**src/hw/rtl/ogdc_pkg.sv**
```systemverilog
// ----------------------------------------------------------------------------
// ogdc_pkg
// shared widths, constants, codes and types of the orientation to drive
// command pipeline
// ----------------------------------------------------------------------------
package ogdc_pkg;

    localparam int CORDIC_STAGES = 16;

    localparam int QW          = 19;
    localparam int PW          = 38;
    localparam int SW          = 32;
    localparam int CW          = 40;
    localparam int ZW          = 24;
    localparam int SQRT_STEPS  = 31;
    localparam int RECIP_K     = 32;
    localparam int MW          = 20;
    localparam int NW          = 29;
    localparam int MAGW        = 14;

    localparam int SIXTY_DEG     = 8579;
    localparam int FIFTEEN_DEG   = 2145;
    localparam int FORTYFIVE_DEG = 6434;

    localparam logic signed [ZW-1:0] HALF_PI_Q20 = 24'sd1647099;
    localparam logic signed [16:0]   PI_Q13      = 17'sd25736;
    localparam logic signed [16:0]   HALF_PI_Q13 = 17'sd12868;
    localparam logic signed [PW-1:0] ONE_Q30     = 38'sd1073741824;

    localparam logic signed [15:0] SIXTY_Q13   = 16'(SIXTY_DEG);
    localparam logic signed [15:0] FIFTEEN_Q13 = 16'(FIFTEEN_DEG);

    localparam logic [MAGW-1:0] D60      = MAGW'(SIXTY_DEG);
    localparam logic [MAGW-1:0] D45      = MAGW'(FORTYFIVE_DEG);
    localparam logic [NW-1:0]   D60_HALF = NW'(SIXTY_DEG / 2);
    localparam logic [NW-1:0]   D45_HALF = NW'(FORTYFIVE_DEG / 2);
    localparam logic [MW-1:0]   M60      = MW'((64'd1 << RECIP_K) / 64'(SIXTY_DEG));
    localparam logic [MW-1:0]   M45      = MW'((64'd1 << RECIP_K) / 64'(FORTYFIVE_DEG));

    localparam logic [2:0] POSE_REST     = 3'd0;
    localparam logic [2:0] POSE_FIST     = 3'd1;
    localparam logic [2:0] POSE_WAVE_IN  = 3'd2;
    localparam logic [2:0] POSE_WAVE_OUT = 3'd3;
    localparam logic [2:0] POSE_SPREAD   = 3'd4;
    localparam logic [2:0] POSE_UNKNOWN  = 3'd6;

    typedef enum logic [3:0] {
        ACT_IDLE    = 4'd0,
        ACT_FWD     = 4'd1,
        ACT_BACK    = 4'd4,
        ACT_RAISE   = 4'd5,
        ACT_LOWER   = 4'd6,
        ACT_COLLECT = 4'd7,
        ACT_EJECT   = 4'd8
    } action_t;

    typedef enum logic [1:0] {
        REG_W = 2'd0,
        REG_X = 2'd1,
        REG_Y = 2'd2,
        REG_Z = 2'd3
    } cfg_reg_t;

    typedef struct packed {
        logic [2:0] pose;
        logic       active;
    } tag_t;

    typedef struct packed {
        logic [3:0]         action;
        logic signed [15:0] param;
        logic signed [15:0] roll;
        logic signed [14:0] pitch;
        logic signed [15:0] yaw;
    } result_t;

    function automatic logic signed [ZW-1:0] atan_q20(input int i);
        case (i)
            0:       return 24'sd823550;
            1:       return 24'sd486170;
            2:       return 24'sd256879;
            3:       return 24'sd130396;
            4:       return 24'sd65451;
            5:       return 24'sd32757;
            6:       return 24'sd16383;
            7:       return 24'sd8192;
            8:       return 24'sd4096;
            9:       return 24'sd2048;
            10:      return 24'sd1024;
            11:      return 24'sd512;
            12:      return 24'sd256;
            13:      return 24'sd128;
            14:      return 24'sd64;
            15:      return 24'sd32;
            16:      return 24'sd16;
            17:      return 24'sd8;
            18:      return 24'sd4;
            19:      return 24'sd2;
            20:      return 24'sd1;
            default: return '0;
        endcase
    endfunction

endpackage

```
**src/hw/rtl/ogdc_out_fifo.sv**
```systemverilog
// ----------------------------------------------------------------------------
// ogdc_out_fifo
// two-word output queue; decouples the result handshake from the pipeline
// advance
// ----------------------------------------------------------------------------
module ogdc_out_fifo
    import ogdc_pkg::*;
(
    input  logic    aclk,
    input  logic    aresetn,
    input  logic    push,
    input  result_t din,
    output logic    room,
    output logic    m_valid,
    input  logic    m_ready,
    output result_t dout
);

    result_t    mem_reg [2];
    logic       wr_ptr_reg, rd_ptr_reg;
    logic [1:0] cnt_reg;
    logic       pop;

    assign pop     = m_valid && m_ready;
    assign m_valid = cnt_reg != 2'd0;
    assign room    = (cnt_reg != 2'd2) || m_ready;
    assign dout    = mem_reg[rd_ptr_reg];

    always_ff @(posedge aclk) begin
        if (!aresetn) begin
            wr_ptr_reg <= 1'b0;
            rd_ptr_reg <= 1'b0;
            cnt_reg    <= 2'd0;
        end else begin
            if (push) begin
                wr_ptr_reg <= ~wr_ptr_reg;
            end
            if (pop) begin
                rd_ptr_reg <= ~rd_ptr_reg;
            end
            if (push && !pop) begin
                cnt_reg <= cnt_reg + 2'd1;
            end else if (pop && !push) begin
                cnt_reg <= cnt_reg - 2'd1;
            end
        end
    end

    always_ff @(posedge aclk) begin
        if (push) begin
            mem_reg[wr_ptr_reg] <= din;
        end
    end

    a_cnt_bound: assert property (@(posedge aclk) disable iff (!aresetn)
        cnt_reg <= 2'd2)
        else $error("output queue overfilled");

    a_cnt_up: assert property (@(posedge aclk) disable iff (!aresetn)
        push && !pop |=> cnt_reg == $past(cnt_reg) + 2'd1)
        else $error("push lost");

    a_cnt_down: assert property (@(posedge aclk) disable iff (!aresetn)
        pop && !push |=> cnt_reg == $past(cnt_reg) - 2'd1)
        else $error("pop lost");

endmodule
```
**config.mk**
```make
export PLATFORM = sky130hd
export DESIGN_NAME = ogdc_out_fifo
export DESIGN_NICKNAME = d
export VERILOG_FILES = /design/src/hw/rtl/ogdc_pkg.sv /design/src/hw/rtl/ogdc_out_fifo.sv
export SDC_FILE = /design/constraint.sdc
export NUM_CORES = 1
export LEC_CHECK = 0
export BUFFER_PORTS_ARGS = -buffer_cell sky130_fd_sc_hd__buf_2
export CORE_ASPECT_RATIO = 0.8
export CORE_MARGIN = 2
export CORE_UTILIZATION = 45
export DETAILED_ROUTE_END_ITERATION = 7
export PLACE_DENSITY = 0.7
export SLEW_MARGIN = 20
export SYNTH_ARGS = -nofsm -noshare
export SYNTH_HDL_FRONTEND = slang
export SYNTH_SLANG_ARGS = --single-unit
```
**constraint.sdc**
```tcl
create_clock -name aclk -period 4.5 [get_ports aclk]
set_input_delay 0.225 -clock aclk [delete_from_list [all_inputs] [get_ports aclk]]
set_output_delay 0.225 -clock aclk [all_outputs]
set_load 0.03 [all_outputs]
```
=== Yosys cells after proc, flatten, opt, wreduce, memory -nomap -nowiden ===
Memories as Yosys holds them, arrays and structs flattened. A register that Yosys moved wholly into a read port is not among the register bits.
Index checks and enable logic that the tools add are counted.

* $add $sub $neg: 2
* Eq/ne operators: 1
* Mux-type cells: 6
* Bitwise gates (word level): 2
* Reductions and logical operators: 8

{| class="wikitable"
|+ Operators by type and width
! cell !! count
|-
| 1-bit 2-to-1 mux || 4
|-
| 2-bit 2-to-1 mux || 2
|-
| 2-bit nonzero test || 2
|-
| 1-bit logical AND || 3
|-
| 2-bit by 1-bit adder with 2-bit output, second input constant || 1
|-
| 1-bit zero test || 2
|-
| 2-bit inequality test, second input constant || 1
|-
| 1-bit NOT || 2
|-
| 2-bit by 1-bit subtractor with 2-bit output, second input constant || 1
|-
| 1-bit logical OR || 1
|}

* Register bits: 4
* Bits in writable memories: 134
* Bits of input ports: 71
* Output and inout port bits: 69
* Logic and storage cells: 23
* Memories: 1

{| class="wikitable"
|+ Memories
! name !! words !! width !! read ports !! clocked after memory_dff !! wr ports !! RTL line !! text
|-
| mem_reg || 2 || 67 || 1 || 1 || 1 || ogdc_out_fifo.sv:19 || <nowiki>result_t mem_reg [2];</nowiki>
|}

=== Longest topological paths before layout ===
* Depth after elaboration: 5
* Gate-level depth with buffers: 5
* Gate-level depth less buffers: 5

=== Worst setup path after synthesis ===
OpenSTA, ideal clock, no wires.

* Path type: register -> register
* From: reg wr_ptr_reg
* To: mem mem_reg[0][0] (netlist name), enable pin
* Setup time: 501 ps
* Data arrival time: 3304 ps
* Data required time: 3999 ps
* Path slack: 695 ps
* Cell stages (with the launch flop): 2
* Path buffers: 0
* Clock period less this slack: 3805 ps
* Cells stage by stage: dfxtp_1 > nor2b_1

{| class="wikitable"
|+ RTL lines
! what !! RTL line !! text
|-
| from (decl) || ogdc_out_fifo.sv:20 || <nowiki>logic wr_ptr_reg, rd_ptr_reg;</nowiki>
|-
| from (signal assigned) || ogdc_out_fifo.sv:36 || <nowiki>wr_ptr_reg <= ~wr_ptr_reg;</nowiki>
|-
| to (decl) || ogdc_out_fifo.sv:19 ||
|}

Straight into the memory's write port.

==> impl_results.md <==
* Clk root buf: clkbuf_16
* # diodes at 0
* Cell accounting for the most synthesized area: edfxtp_1
* Final wirelength at 9190 um
* Synth top area share at 0.796
* Kind of critical path: flop to output port
* Synth-to-Final Area Change at 39.0%
* Critical Path AT at approximately 2 ns
* Die Ht at 98.8 um
* Setup crit start kind: flop
* CTS Buf Count at 17
* Layout Nets at around 500
* Final setup fails at 0
* Largest net degree at the start of global routing at between 60 and 70
* Comb pwr share at 0.233
* Final cell count without fillers at roughly 590
* Critical Path RT at 4.28 ns
* Pre-antenna DRT Iters at 4
* Unrepaired setup endpoints after global routing: false
* Yosys cell types at 19
* Row Count at 34
* IO Port Bufs at about 140
* Layout cell share with drive strength beyond 1 at 0.520
* Slew at the pin closest to its max-slew limit at between 0.9 and 1 ns
* Final worst setup slack at approximately 2.3 ns
* # clock sinks at 139
* Fmax at 450 MHz
* YS warnings at 0
* Global-route wire length before repair at 14,000 um
* Initial DRC count at approximately 140
* Tcrit/Tclk final at 0.494
* Post-DP HPWL at ~5400 um
* Max FFs per register at 134
* Worst Setup End Kind: output port
* Slew Viols, Final at 0
* Layout Skew at around 0.0035 ns
* Top cells by area, synth: edfxtp_1 (80%), mux2_2 (15%), dfxtp_1 (2.0%), buf_6 (0.67%), and2_1 (0.49%)
* Worst slew margin at 0.368
* Run status: completed
* Die area at around 0.012 mm^2
* Final Cell Area at about 0.0070 mm^2
* CORE AREA at 0.0109 mm^2
* Grt total ovfl at 0
* Reg clk slew, reported paths at roughly 0.05 ns
* Placed cell areas at between 0.005 and 0.006 mm^2
* Per-cell routed wire length at 15.5 um
* Syn_area_per_cell at approximately 22 um^2
* PnR Total Power at 3.95 mW
* DRC viols at 0
* Final Hold Fails at 0
* Post-CTS Resized at 0
* Initial antenna violation count at 0
* I/O pin cnt at 140
* Fin crit period at ~2.2 ns
* LEAKAGE at around 2.7 nW
* Die extent in x at ~120 um
* Vias at 2,803
* CTS tree: done
* #FFs+latches synth at 139
* Initial Util at 0.464
* Power density over the cells at 562 mW/mm^2
* CTS H-tree lvls at 4
* Setup WS pre-CTS at 2.33 ns
* P_sw at between 1 and 1.5 mW
* Clock power frac at 0.353
* Internal power at 2.82 mW
* Placed Cells incl. Taps at roughly 510
* Skew-Pair Late Insertion Delay at ~0.40 ns
* Critical path peak fanout at 67
* Cells after synthesis at between 200 and 250
* Min-delay worst type: primary input to flop
* Mapped Area at 0.00506 mm^2
* Vias in the first global route at 2,957
* Flop pwr share at 0.414
* Sequential area share after synthesis at 0.816
* Final Wtd Congestion at 0.689
* Antenna Nets Post-Route at 0
* Max clock buf depth at 2
* Final setup TNS at 0 ns
* Vias per std cell at 4.72
* Max_cap viols at 0
* Sw frac at 0.285
* Synthesized net count at approximately 300
* Max VDD drop at between 0.3 and 0.4 mV
* Number of fill cells at around 810
* Total GRT Usage at 0.157
-- worst max-delay path, cell delays in order (launching register included) --
cell and delay, ns:
dfxtp_4 0.95, mux2_2 0.44, buf_2 0.18
-- cell usage after synthesis --
cell,n
a21boi_1,1
and2_1,4
buf_2,3
buf_4,1
buf_6,3
dfxtp_1,5
edfxtp_1,134
ha_1,1
mux2_2,67
nand2_1,1
nor2_1,1
nor2b_1,2
o21a_1,1
o21ai_0,1
o21ai_1,1
or2_2,1
or3_1,1
xnor2_1,2
xor2_1,1
-- kinds of logic after synthesis --
group	Yosys count	share of synthesized area
and+or+nand+nor	10	0.0114
buffers and inverters	7	0.0111
muxes	67	0.149
xor gates and xnor gates	3	0.00520
AOI/OAI and AO/OA	4	0.00495
adders and majority gates	1	0.00247
DFF	139	0.816
-- area by class of cell --
type / instances / area, um^2 / share of cell area
Sequential cell: 139 / 4130 / 0.587
Timing Repair Buffer: 194 / 1240 / 0.177
Multi-Input combinational cell: 85 / 886 / 0.126
Clock buffer: 23 / 448 / 0.0637
Tap cell: 144 / 180 / 0.0256
Clock inverter: 9 / 145 / 0.0206
-- power by group through the flow --
| stage | Combinational (mW) | Sequential [mW] | Clock [mW] |
|---|---|---|---|
| after floorplan | 0.765 | 1.56 | 0 |
| after global placement | 0.880 | 1.66 | 0 |
| after detailed placement | 0.886 | 1.67 | 0 |
| after CTS | 0.928 | 1.64 | 1.43 |
| after global routing | 0.972 | 1.65 | 1.48 |
| final | 0.921 | 1.64 | 1.39 |
-- metrics by stage --
stage / hold WS, ns / util
floorplan: 0.324 / -
global placement: 0.413 / 0.541
detailed placement: 0.417 / 0.541
CTS: 0.000173 / 0.645
global route: 0.00217 / 0.646
finish: 0.0204 / 0.646
-- what timing repair did --
action / 4_1_cts / 5_1_grt
endpoints found under the hold margin: 104 / 1
buffers inserted: 0 / 0
hold buffers: 53 / 1
-- cells in the final DEF (no fill, tap or decap) --
master and instances:
xor2_1 1, clkbuf_1 6, ha_1 1, and2_1 3, nor2_1 1, clkinv_2 1
buf_4 1, clkinv_1 3, bufinv_16 4, a21boi_1 1, o21ai_0 1, o21ai_1 1
o21a_1 1, xnor2_1 2, dlygate4sd3_1 54, nor2b_1 1, nor2b_4 1, and2_4 1
or2_2 1, nand2_1 1, dfxtp_1 4, clkinv_4 1, buf_2 139, mux2_2 67
or3_1 1, edfxtp_1 134, dfxtp_4 1, clkbuf_16 17
-- path summary, 6_finish.rpt --
check,cells past startpoint,endpoint,slack (ns),start
worst max-delay path,2,dout[9],2.28,flop
worst min-delay path,1,mem_reg[0][58],0.02,din[58]
worst max register to register,2,mem_reg[0][66],2.46,wr_ptr_reg
worst min register to register,2,cnt_reg[1],0.53,cnt_reg[1]
-- metal layers --
metal  wire [um]  share of wire  global-route usage
met1        4000           0.43               0.188
met2        4440           0.48               0.255
met3         641          0.070              0.0637
met4         116          0.013              0.0584
met5           0              0                   0
(Power assumes the default switching activity.)
