**src/hw/rtl/ogdc_pkg.sv**
```systemverilog
// ----------------------------------------------------------------------------
// ogdc_pkg
// shared widths, constants, codes and types of the orientation to drive
// command pipeline
// ----------------------------------------------------------------------------
package ogdc_pkg;

    localparam int CORDIC_STAGES = 16;

    localparam int QW          = 19;
    localparam int PW          = 38;
    localparam int SW          = 32;
    localparam int CW          = 40;
    localparam int ZW          = 24;
    localparam int SQRT_STEPS  = 31;
    localparam int RECIP_K     = 32;
    localparam int MW          = 20;
    localparam int NW          = 29;
    localparam int MAGW        = 14;

    localparam int SIXTY_DEG     = 8579;
    localparam int FIFTEEN_DEG   = 2145;
    localparam int FORTYFIVE_DEG = 6434;

    localparam logic signed [ZW-1:0] HALF_PI_Q20 = 24'sd1647099;
    localparam logic signed [16:0]   PI_Q13      = 17'sd25736;
    localparam logic signed [16:0]   HALF_PI_Q13 = 17'sd12868;
    localparam logic signed [PW-1:0] ONE_Q30     = 38'sd1073741824;

    localparam logic signed [15:0] SIXTY_Q13   = 16'(SIXTY_DEG);
    localparam logic signed [15:0] FIFTEEN_Q13 = 16'(FIFTEEN_DEG);

    localparam logic [MAGW-1:0] D60      = MAGW'(SIXTY_DEG);
    localparam logic [MAGW-1:0] D45      = MAGW'(FORTYFIVE_DEG);
    localparam logic [NW-1:0]   D60_HALF = NW'(SIXTY_DEG / 2);
    localparam logic [NW-1:0]   D45_HALF = NW'(FORTYFIVE_DEG / 2);
    localparam logic [MW-1:0]   M60      = MW'((64'd1 << RECIP_K) / 64'(SIXTY_DEG));
    localparam logic [MW-1:0]   M45      = MW'((64'd1 << RECIP_K) / 64'(FORTYFIVE_DEG));

    localparam logic [2:0] POSE_REST     = 3'd0;
    localparam logic [2:0] POSE_FIST     = 3'd1;
    localparam logic [2:0] POSE_WAVE_IN  = 3'd2;
    localparam logic [2:0] POSE_WAVE_OUT = 3'd3;
    localparam logic [2:0] POSE_SPREAD   = 3'd4;
    localparam logic [2:0] POSE_UNKNOWN  = 3'd6;

    typedef enum logic [3:0] {
        ACT_IDLE    = 4'd0,
        ACT_FWD     = 4'd1,
        ACT_BACK    = 4'd4,
        ACT_RAISE   = 4'd5,
        ACT_LOWER   = 4'd6,
        ACT_COLLECT = 4'd7,
        ACT_EJECT   = 4'd8
    } action_t;

    typedef enum logic [1:0] {
        REG_W = 2'd0,
        REG_X = 2'd1,
        REG_Y = 2'd2,
        REG_Z = 2'd3
    } cfg_reg_t;

    typedef struct packed {
        logic [2:0] pose;
        logic       active;
    } tag_t;

    typedef struct packed {
        logic [3:0]         action;
        logic signed [15:0] param;
        logic signed [15:0] roll;
        logic signed [14:0] pitch;
        logic signed [15:0] yaw;
    } result_t;

    function automatic logic signed [ZW-1:0] atan_q20(input int i);
        case (i)
            0:       return 24'sd823550;
            1:       return 24'sd486170;
            2:       return 24'sd256879;
            3:       return 24'sd130396;
            4:       return 24'sd65451;
            5:       return 24'sd32757;
            6:       return 24'sd16383;
            7:       return 24'sd8192;
            8:       return 24'sd4096;
            9:       return 24'sd2048;
            10:      return 24'sd1024;
            11:      return 24'sd512;
            12:      return 24'sd256;
            13:      return 24'sd128;
            14:      return 24'sd64;
            15:      return 24'sd32;
            16:      return 24'sd16;
            17:      return 24'sd8;
            18:      return 24'sd4;
            19:      return 24'sd2;
            20:      return 24'sd1;
            default: return '0;
        endcase
    endfunction

endpackage

```
**src/hw/rtl/ogdc_decide.sv**
```systemverilog
// ----------------------------------------------------------------------------
// ogdc_decide
// angle rounding to q2.13 (pitch to q1.13), action choice and strength
// scaling by a constant reciprocal with one correction step
// ----------------------------------------------------------------------------
module ogdc_decide
    import ogdc_pkg::*;
(
    input  logic                 aclk,
    input  logic                 aresetn,
    input  logic                 en,
    input  logic                 in_vld,
    input  tag_t                 in_tag,
    input  logic signed [ZW-1:0] roll_z,
    input  logic signed [ZW-1:0] pitch_z,
    input  logic signed [ZW-1:0] yaw_z,
    output logic                 out_vld,
    output result_t              res
);

    typedef struct packed {
        logic signed [15:0] roll;
        logic signed [14:0] pitch;
        logic signed [15:0] yaw;
    } ang_t;

    logic [4:0]            vld_reg;
    ang_t                  ang1_reg, ang2_reg, ang3_reg, ang4_reg;
    tag_t                  tag1_reg;
    action_t               act2_reg, act3_reg, act4_reg;
    logic                  neg2_reg, neg3_reg, neg4_reg;
    logic [MAGW-1:0]       mag2_reg;
    logic                  dsel2_reg, dsel3_reg;
    logic [NW-1:0]         n3_reg;
    logic [NW+MW-1:0]      prod3_reg;
    logic [16:0]           q4_reg;
    result_t               res_reg;

    action_t               act_next;
    logic                  neg_next, dsel_next;
    logic [MAGW-1:0]       mag_next;
    logic signed [15:0]    rc, pc, pe;
    logic [NW-1:0]         n_next;
    logic [16:0]           q0;
    logic [MAGW-1:0]       dv;
    logic [29:0]           qd, rem;
    logic signed [17:0]    qs;

    function automatic logic signed [16:0] to_q13(input logic signed [ZW-1:0] a,
                                                  input logic signed [16:0] lim);
        logic signed [ZW-1:0] t;
        logic signed [16:0]   r;
        t = a + ZW'(64);
        r = t[7 +: 17];
        if (r > lim) begin
            r = lim;
        end else if (r < -lim) begin
            r = -lim;
        end
        return r;
    endfunction

    always_ff @(posedge aclk) begin
        if (!aresetn) begin
            vld_reg <= '0;
        end else if (en) begin
            vld_reg <= {vld_reg[3:0], in_vld};
        end
    end

    always_ff @(posedge aclk) begin
        if (en) begin
            ang1_reg.roll  <= 16'(to_q13(roll_z, PI_Q13));
            ang1_reg.pitch <= 15'(to_q13(pitch_z, HALF_PI_Q13));
            ang1_reg.yaw   <= 16'(to_q13(yaw_z, PI_Q13));
            tag1_reg       <= in_tag;
        end
    end

    always_comb begin
        act_next  = ACT_IDLE;
        neg_next  = 1'b0;
        dsel_next = 1'b0;
        mag_next  = '0;
        pe        = 16'(ang1_reg.pitch);
        if (ang1_reg.roll > SIXTY_Q13) begin
            rc = SIXTY_Q13;
        end else if (ang1_reg.roll < -SIXTY_Q13) begin
            rc = -SIXTY_Q13;
        end else begin
            rc = ang1_reg.roll;
        end
        if (pe > SIXTY_Q13) begin
            pc = SIXTY_Q13;
        end else if (pe < -SIXTY_Q13) begin
            pc = -SIXTY_Q13;
        end else begin
            pc = pe;
        end
        if (tag1_reg.active) begin
            case (tag1_reg.pose) inside
                POSE_FIST, POSE_SPREAD: begin
                    act_next = (tag1_reg.pose == POSE_FIST) ? ACT_FWD : ACT_BACK;
                    neg_next = rc < 0;
                    mag_next = (rc < 0) ? MAGW'(-rc) : MAGW'(rc);
                end
                POSE_WAVE_IN: begin
                    act_next = ACT_COLLECT;
                end
                POSE_WAVE_OUT: begin
                    act_next = ACT_EJECT;
                end
                POSE_REST, POSE_UNKNOWN: begin
                    if (pc >= FIFTEEN_Q13) begin
                        act_next  = ACT_RAISE;
                        dsel_next = 1'b1;
                        mag_next  = MAGW'(pc - FIFTEEN_Q13);
                    end else if (pc <= -FIFTEEN_Q13) begin
                        act_next  = ACT_LOWER;
                        dsel_next = 1'b1;
                        neg_next  = 1'b1;
                        mag_next  = MAGW'(-(pc + FIFTEEN_Q13));
                    end
                end
                default: begin
                    act_next = ACT_IDLE;
                end
            endcase
        end
    end

    always_ff @(posedge aclk) begin
        if (en) begin
            act2_reg  <= act_next;
            neg2_reg  <= neg_next;
            dsel2_reg <= dsel_next;
            mag2_reg  <= mag_next;
            ang2_reg  <= ang1_reg;
        end
    end

    // quotient estimate through the reciprocal of the divisor
    assign n_next = {mag2_reg, 15'd0} + (dsel2_reg ? D45_HALF : D60_HALF);

    always_ff @(posedge aclk) begin
        if (en) begin
            n3_reg    <= n_next;
            prod3_reg <= n_next * (dsel2_reg ? M45 : M60);
            dsel3_reg <= dsel2_reg;
            act3_reg  <= act2_reg;
            neg3_reg  <= neg2_reg;
            ang3_reg  <= ang2_reg;
        end
    end

    always_comb begin
        q0  = prod3_reg[RECIP_K +: 17];
        dv  = dsel3_reg ? D45 : D60;
        qd  = 30'(q0) * 30'(dv);
        rem = 30'(n3_reg) - qd;
    end

    always_ff @(posedge aclk) begin
        if (en) begin
            q4_reg   <= q0 + 17'(rem >= 30'(dv));
            act4_reg <= act3_reg;
            neg4_reg <= neg3_reg;
            ang4_reg <= ang3_reg;
        end
    end

    assign qs = $signed({1'b0, q4_reg});

    always_ff @(posedge aclk) begin
        if (en) begin
            res_reg.action <= act4_reg;
            res_reg.roll   <= ang4_reg.roll;
            res_reg.pitch  <= ang4_reg.pitch;
            res_reg.yaw    <= ang4_reg.yaw;
            if (neg4_reg) begin
                res_reg.param <= 16'(-qs);
            end else if (q4_reg[15] || q4_reg[16]) begin
                res_reg.param <= 16'sd32767;
            end else begin
                res_reg.param <= $signed(q4_reg[15:0]);
            end
        end
    end

    assign out_vld = vld_reg[4];
    assign res     = res_reg;

endmodule

```
**config.mk**
```make
export PLATFORM = sky130hd
export DESIGN_NAME = ogdc_decide
export DESIGN_NICKNAME = d
export VERILOG_FILES = /design/src/hw/rtl/ogdc_pkg.sv /design/src/hw/rtl/ogdc_decide.sv
export SDC_FILE = /design/constraint.sdc
export NUM_CORES = 1
export LEC_CHECK = 0
export CAP_MARGIN = 20
export CORE_MARGIN = 4
export CORE_UTILIZATION = 55
export DETAILED_ROUTE_END_ITERATION = 7
export DONT_BUFFER_PORTS = 1
export PLACE_DENSITY = 0.79
export SLEW_MARGIN = 20
export SYNTH_ARGS = -nofsm -noshare
export SYNTH_HDL_FRONTEND = slang
export SYNTH_SLANG_ARGS = --single-unit
```
**constraint.sdc**
```tcl
create_clock -name aclk -period 7.6 [get_ports aclk]
set_input_delay 1.52 -clock aclk [delete_from_list [all_inputs] [get_ports aclk]]
set_output_delay 1.52 -clock aclk [all_outputs]
set_load 0.01 [all_outputs]
```
-- After elaboration in Yosys (flattened, before gate mapping)
Cells that the tools add are included.
- register bits: 390
- output and inout port bits: 68
- logic and storage cells: 110
- input port bits: 80
- order comparisons: 14
- multipliers: 2
- mux-type cells: 33
- add/sub/neg operators: 11
- bitwise operators: 2
- equality and inequality tests: 5
- reductions and logical operators: 8
- operators with widths (kind ; number):
    two-way mux 16 bit ; 8
    two-way mux 14 bit ; 8
    adder 24 x 8 -> 24 bit (second input constant) ; 3
    multiplier 29 x 20 -> 49 bit ; 1
    > comparator 17 x 16 -> 1 bit (second input constant) ; 2
    less-than comparator 17 x 16 -> 1 bit (second input constant) ; 2
    greater-or-equal comparator 30 x 14 -> 1 bit ; 1
    multiplier 17 x 14 -> 30 bit ; 1
    subtractor 29 x 30 -> 30 bit ; 1
    adder 29 x 13 -> 29 bit ; 1
    negator 14 bit ; 2
    two-way mux 20 bit ; 1
    adder 17 x 1 -> 17 bit ; 1
    > comparator 17 x 15 -> 1 bit (second input constant) ; 1
    less-than comparator 17 x 15 -> 1 bit (second input constant) ; 1
    greater-or-equal comparator 16 x 13 -> 1 bit (second input constant) ; 1
    > comparator 16 x 15 -> 1 bit (second input constant) ; 1
    <= comparator 16 x 13 -> 1 bit (second input constant) ; 1
    less-than comparator 16 x 1 -> 1 bit (second input constant) ; 1
    less-than comparator 16 x 15 -> 1 bit (second input constant) ; 1
    negator 16 bit ; 1
    > comparator 15 bit (second input constant) ; 1
    less-than comparator 15 bit (second input constant) ; 1
    two-way mux 15 bit ; 1
    other kinds (14) ; 32

-- Longest topological paths before layout
- depth after elaboration: 11
- gate-level depth with buffers: 34
- gate-level depth less buffers: 32

-- Worst setup path before layout
Ideal clock, no wire load.
- path type: reg2reg
- start point: register, netlist name prod3_reg[5]
- end point: register q4_reg[16], data pin
- library setup time: 0.264 ns
- required time: 7.336 ns
- setup slack: 0.044 ns
- stages on the path, launching flop included: 31
- period minus slack after synthesis: 7.556 ns
- buffers on the path: 3
- arrival time: 7.292 ns
- path through: edfxtp_1 > clkbuf_1 > clkbuf_1 > nand2_1 > nand2_1 > ha_1 > inv_1 > fa_1 > fa_1 > inv_1 > fa_1 > inv_1 > fa_1 > fa_1 > inv_1 > ha_1 > buf_2 > a21o_1 > a31o_2 > a21o_1 > a21oi_2 > a311oi_1 > or3_1 > a21o_1 > nor4_1 > nand4_1 > ha_1 > ha_1 > nand4_1 > nor4_1 > xnor2_1
- RTL lines (element ; RTL line ; source):
    end signal: assignment ; ogdc_decide.sv:165 ; q4_reg <= q0 + 17'(rem >= 30'(dv));
    end: declaration ; ogdc_decide.sv:36 ; logic [16:0] q4_reg;

-- Worst setup path in the final report
- start point: register prod3_reg[36]
- end point: register q4_reg[14], data pin
- word-level cells in the longest chain between the ends: 4
- ends and longest elaborated chain (element ; RTL line ; source):
    start: declaration ; ogdc_decide.sv:35 ; logic [NW+MW-1:0] prod3_reg;
    start signal: assignment ; ogdc_decide.sv:148 ; prod3_reg <= n_next * (dsel2_reg ? M45 : M60);
    multiplier 17 x 14 -> 30 bit ; ogdc_decide.sv:159 ; qd = 30'(q0) * 30'(dv);
    subtractor 29 x 30 -> 30 bit ; ogdc_decide.sv:160 ; rem = 30'(n3_reg) - qd;
    greater-or-equal comparator 30 x 14 -> 1 bit ; ogdc_decide.sv:165 ;
    adder 17 x 1 -> 17 bit * ; ogdc_decide.sv:165 ;
Mark *: on every way between the ends. The rest lies on a longest branch, timed or not.
A chain may end at the register's enable or synchronous reset.

==> impl_metrics.py <==
metrics = {
    "finish": {
        "antenna_cells": 0,
        "areaGrowthSynthToFinish_pct": 8.49,
        "layout_commonest_cell": "inv_1",
        "largest_reg_flops": 67,
        "nNetsFinal": 3185,
        "utilization": 0.609,
        "num-fill-cells": 3822,
        "drive_gt1_frac": 0.0764,
        "stdcell_count": 3229,
        "layout.cells.most_common_list": "inv_1 (421), edfxtp_1 (339), ha_1 (317)",
    },
    "setup_path": {
        "crit_family": "adder cells",
        "reg2regPathDepth": 27,
        "r2r-end": "q4_reg[14]",
        "cp-end-kind": "flip-flop",
        "critPathLaunchType": "flip-flop",
        "cp_slowest_cell": "edfxtp_1",
        "timing.rr.start": "prod3_reg[36]",
        "path_depth": 27,
        "r2r_setup_slack_ns": 0.23,
        "crit_path_frequent_cell": "fa_1",
        "cpPeakStageDelay_ns": 0.59,
        "crit_buf_inv": 4,
        "crit_required_ns": 7.87,
        "arrival_ns": 7.64,
        "setup.worst_path.start": "prod3_reg[36]",
        "endpoint": "q4_reg[14]",
        "crit_type": "flip-flop to flip-flop",
        "critPathMaxFanout": 6,
    },
    "global_routing": {
        "grt_max_degree": 345,
        "track_usage": 0.230,
        "grt_overflow": 0,
        "grt_pass1_wl_mm": 99.4,
        "antenna_found_initial": 1,
        "grt_pass1_vias": 19200,
    },
    "sta": {
        "rsz0062_at_grt": "true",
        "slew-limit-headroom": 0.357,
        "fin_crit_sh": 0.970,
        "fmax_mhz": 136,
        "whs_ns": 0.402,
        "tightest_slew_ns": 0.961,
        "min_period_ns": 7.37,
        "finalClockSkew_ns": 0.0165,
        "finalMaxSlewViolations": 0,
        "setup_viol": 0,
        "finalHoldViolations": 0,
    },
    "yosys": {
        "synth_top_flop_cell": "edfxtp_1",
        "ys_seq_elements": 344,
        "synth_top_area_share": 0.367,
        "synth_fa_ha_area_frac": 0.319,
        "yosysWarnings": 0,
        "syn_area_per_cell_sq_um": 11.1,
        "synth_seq_area_share": 0.371,
        "synth_area_leaders": "edfxtp_1 (37%), fa_1 (17%), ha_1 (15%)",
        "synth_xor_area_frac": 0.0398,
        "async_flop_share": 0,
        "synth-simple-area-share": 0.102,
        "synth_cells": 2486,
        "synth_cell_types": 103,
        "synthMuxAreaShare": 0.00709,
        "synth_edf_count": 339,
        "synth_compound_area_frac": 0.0916,
        "synthesis.area_sq_um": 27700,
        "yosysTopAreaCell": "edfxtp_1",
        "synth_top_family_by_area": "adder cells",
    },
    "cts": {
        "htree_levels": 2,
        "tritoncts": "yes",
        "cts_sinks": 344,
        "cts_buffer_depth": 3,
        "root_buffer": "clkbuf_16",
        "clkSlewWorstSetupHoldPaths_ns": 0.07,
        "clk-insertion-delay-late_ns": 0.53,
        "cts_made_buffers": 35,
        "postCtsHoldBufs": 0,
    },
    "placement": {
        "post-place-cells": 3163,
        "gp_congestion": 0.982,
        "io_buffer_count": 0,
        "hpwl_mm": 48.6,
    },
    "detailed_routing": {
        "antenna_left": 0,
        "wl_mm": 61.5,
        "vias": 18500,
        "drt_iter0_markers": 1512,
        "drt_first_pass_iters": 8,
        "drcViolationCount": 0,
        "via_per_inst": 5.73,
        "routedWlPerCell_um": 19.0,
    },
    "hold_path": {
        "hp-class": "flip-flop to flip-flop",
        "hp-start": "ang4_reg[17]",
    },
    "die": {
        "core_area_sq_um": 49400,
        "design.portCount": 148,
        "rows": 81,
        "fp.dieW_um": 232,
        "start_util": 0.561,
        "die-height_um": 232,
        "die_area_sq_um": 54000,
    },
    "job": {
        "maxCapViolations": 0,
    },
    "outcome": {
        "outcome": "finished clean",
    },
}
area by class of cell:
type	instances	area (sq um)	area share
timing repair buffer	78	602	0.0200
multi-input combinational	1660	15700	0.522
sequential	344	10300	0.342
clock inverter	18	158	0.00524
tap	664	831	0.0276
clock buffer	41	920	0.0306
inverter	424	1590	0.0529
worst register-to-register path, stage by stage (launching register included):
cell and delay [ns]:
edfxtp_1 0.59, nand2_1 0.18, nand2_1 0.10, ha_1 0.28, inv_1 0.05, fa_1 0.47
fa_1 0.54, inv_1 0.05, fa_1 0.53, inv_1 0.06, fa_1 0.50, fa_1 0.54
inv_1 0.06, ha_4 0.24, a21o_1 0.19, a31o_2 0.26, a21o_1 0.19, a21oi_2 0.19
a311oi_2 0.14, or3_1 0.36, a21o_1 0.19, nor4_2 0.28, nand4_1 0.20, ha_2 0.25
ha_2 0.20, nand4_1 0.24, nor2_1 0.09, xnor2_1 0.14
through the flow:
| stage | setup WS, ns | setup TNS [ns] | area (sq um) |
|---|---|---|---|
| 2_1_floorplan | 0.0441 | 0 | 27800 |
| 3_5_place_dp | -0.0116 | -0.0405 | 28800 |
| 5_1_grt | -0.0692 | -0.382 | 30100 |
| 3_3_place_gp | 0.125 | 0 | 28800 |
| 4_1_cts | 0.0125 | 0 | 29900 |
| 6_report | 0.229 | 0 | 30100 |
layer usage:
metal / track usage / share of wire
met1: 0.290 / 0.40
met2: 0.406 / 0.50
met3: 0.0346 / 0.058
met4: 0.0790 / 0.039
met5: 0 / 0.00011
Yosys cell counts, drive strengths merged (5+ instances only):
library cell,number
and4,5
o211ai,16
o21a,20
inv,422
ha,324
or3,14
fa,238
o211a,6
mux2,5
dfxtp,5
nand3,58
xnor2,84
a211oi,15
nor3,45
a21o,36
a31oi,27
o31a,6
mux2i,14
nand4,23
o31ai,6
a2111oi,5
and3,20
nor2,111
buf,26
nand2b,17
nand2,173
xor2,36
and3b,6
nor4,14
or4,7
a21oi,106
nor2b,23
nor3b,6
edfxtp,339
and2,12
o21ai,78
or2,11
clkbuf,46
how the worst min path moves through the flow:
stage | end | slack [ns] | cells after the start
floorplan | act3_reg[0] | 0.40 | 0
global placement | res[40] | 0.40 | 0
detailed placement | ang2_reg[1] | 0.40 | 0
CTS | res[17] | 0.40 | 0
global route | res[17] | 0.41 | 0
finish | res[17] | 0.40 | 0
timing repair:
action | CTS | global route
pin swaps | 1 | 12
resized for setup | 2 | 23
setup buffers | 0 | 7
setup endpoints to repair | 8 | 12
kinds of logic after synthesis:
family | Yosys count
other | 1
AND/OR/NAND/NOR | 556
multiplexers | 19
buffers and inverters | 496
AO/OA/AOI/OAI | 383
flip-flops | 344
adder cells (fa/ha/maj) | 565
XOR/XNOR | 122
Power is not shown: default switching activity piles up to over one toggle a cycle in this logic, so the estimate is an artifact.
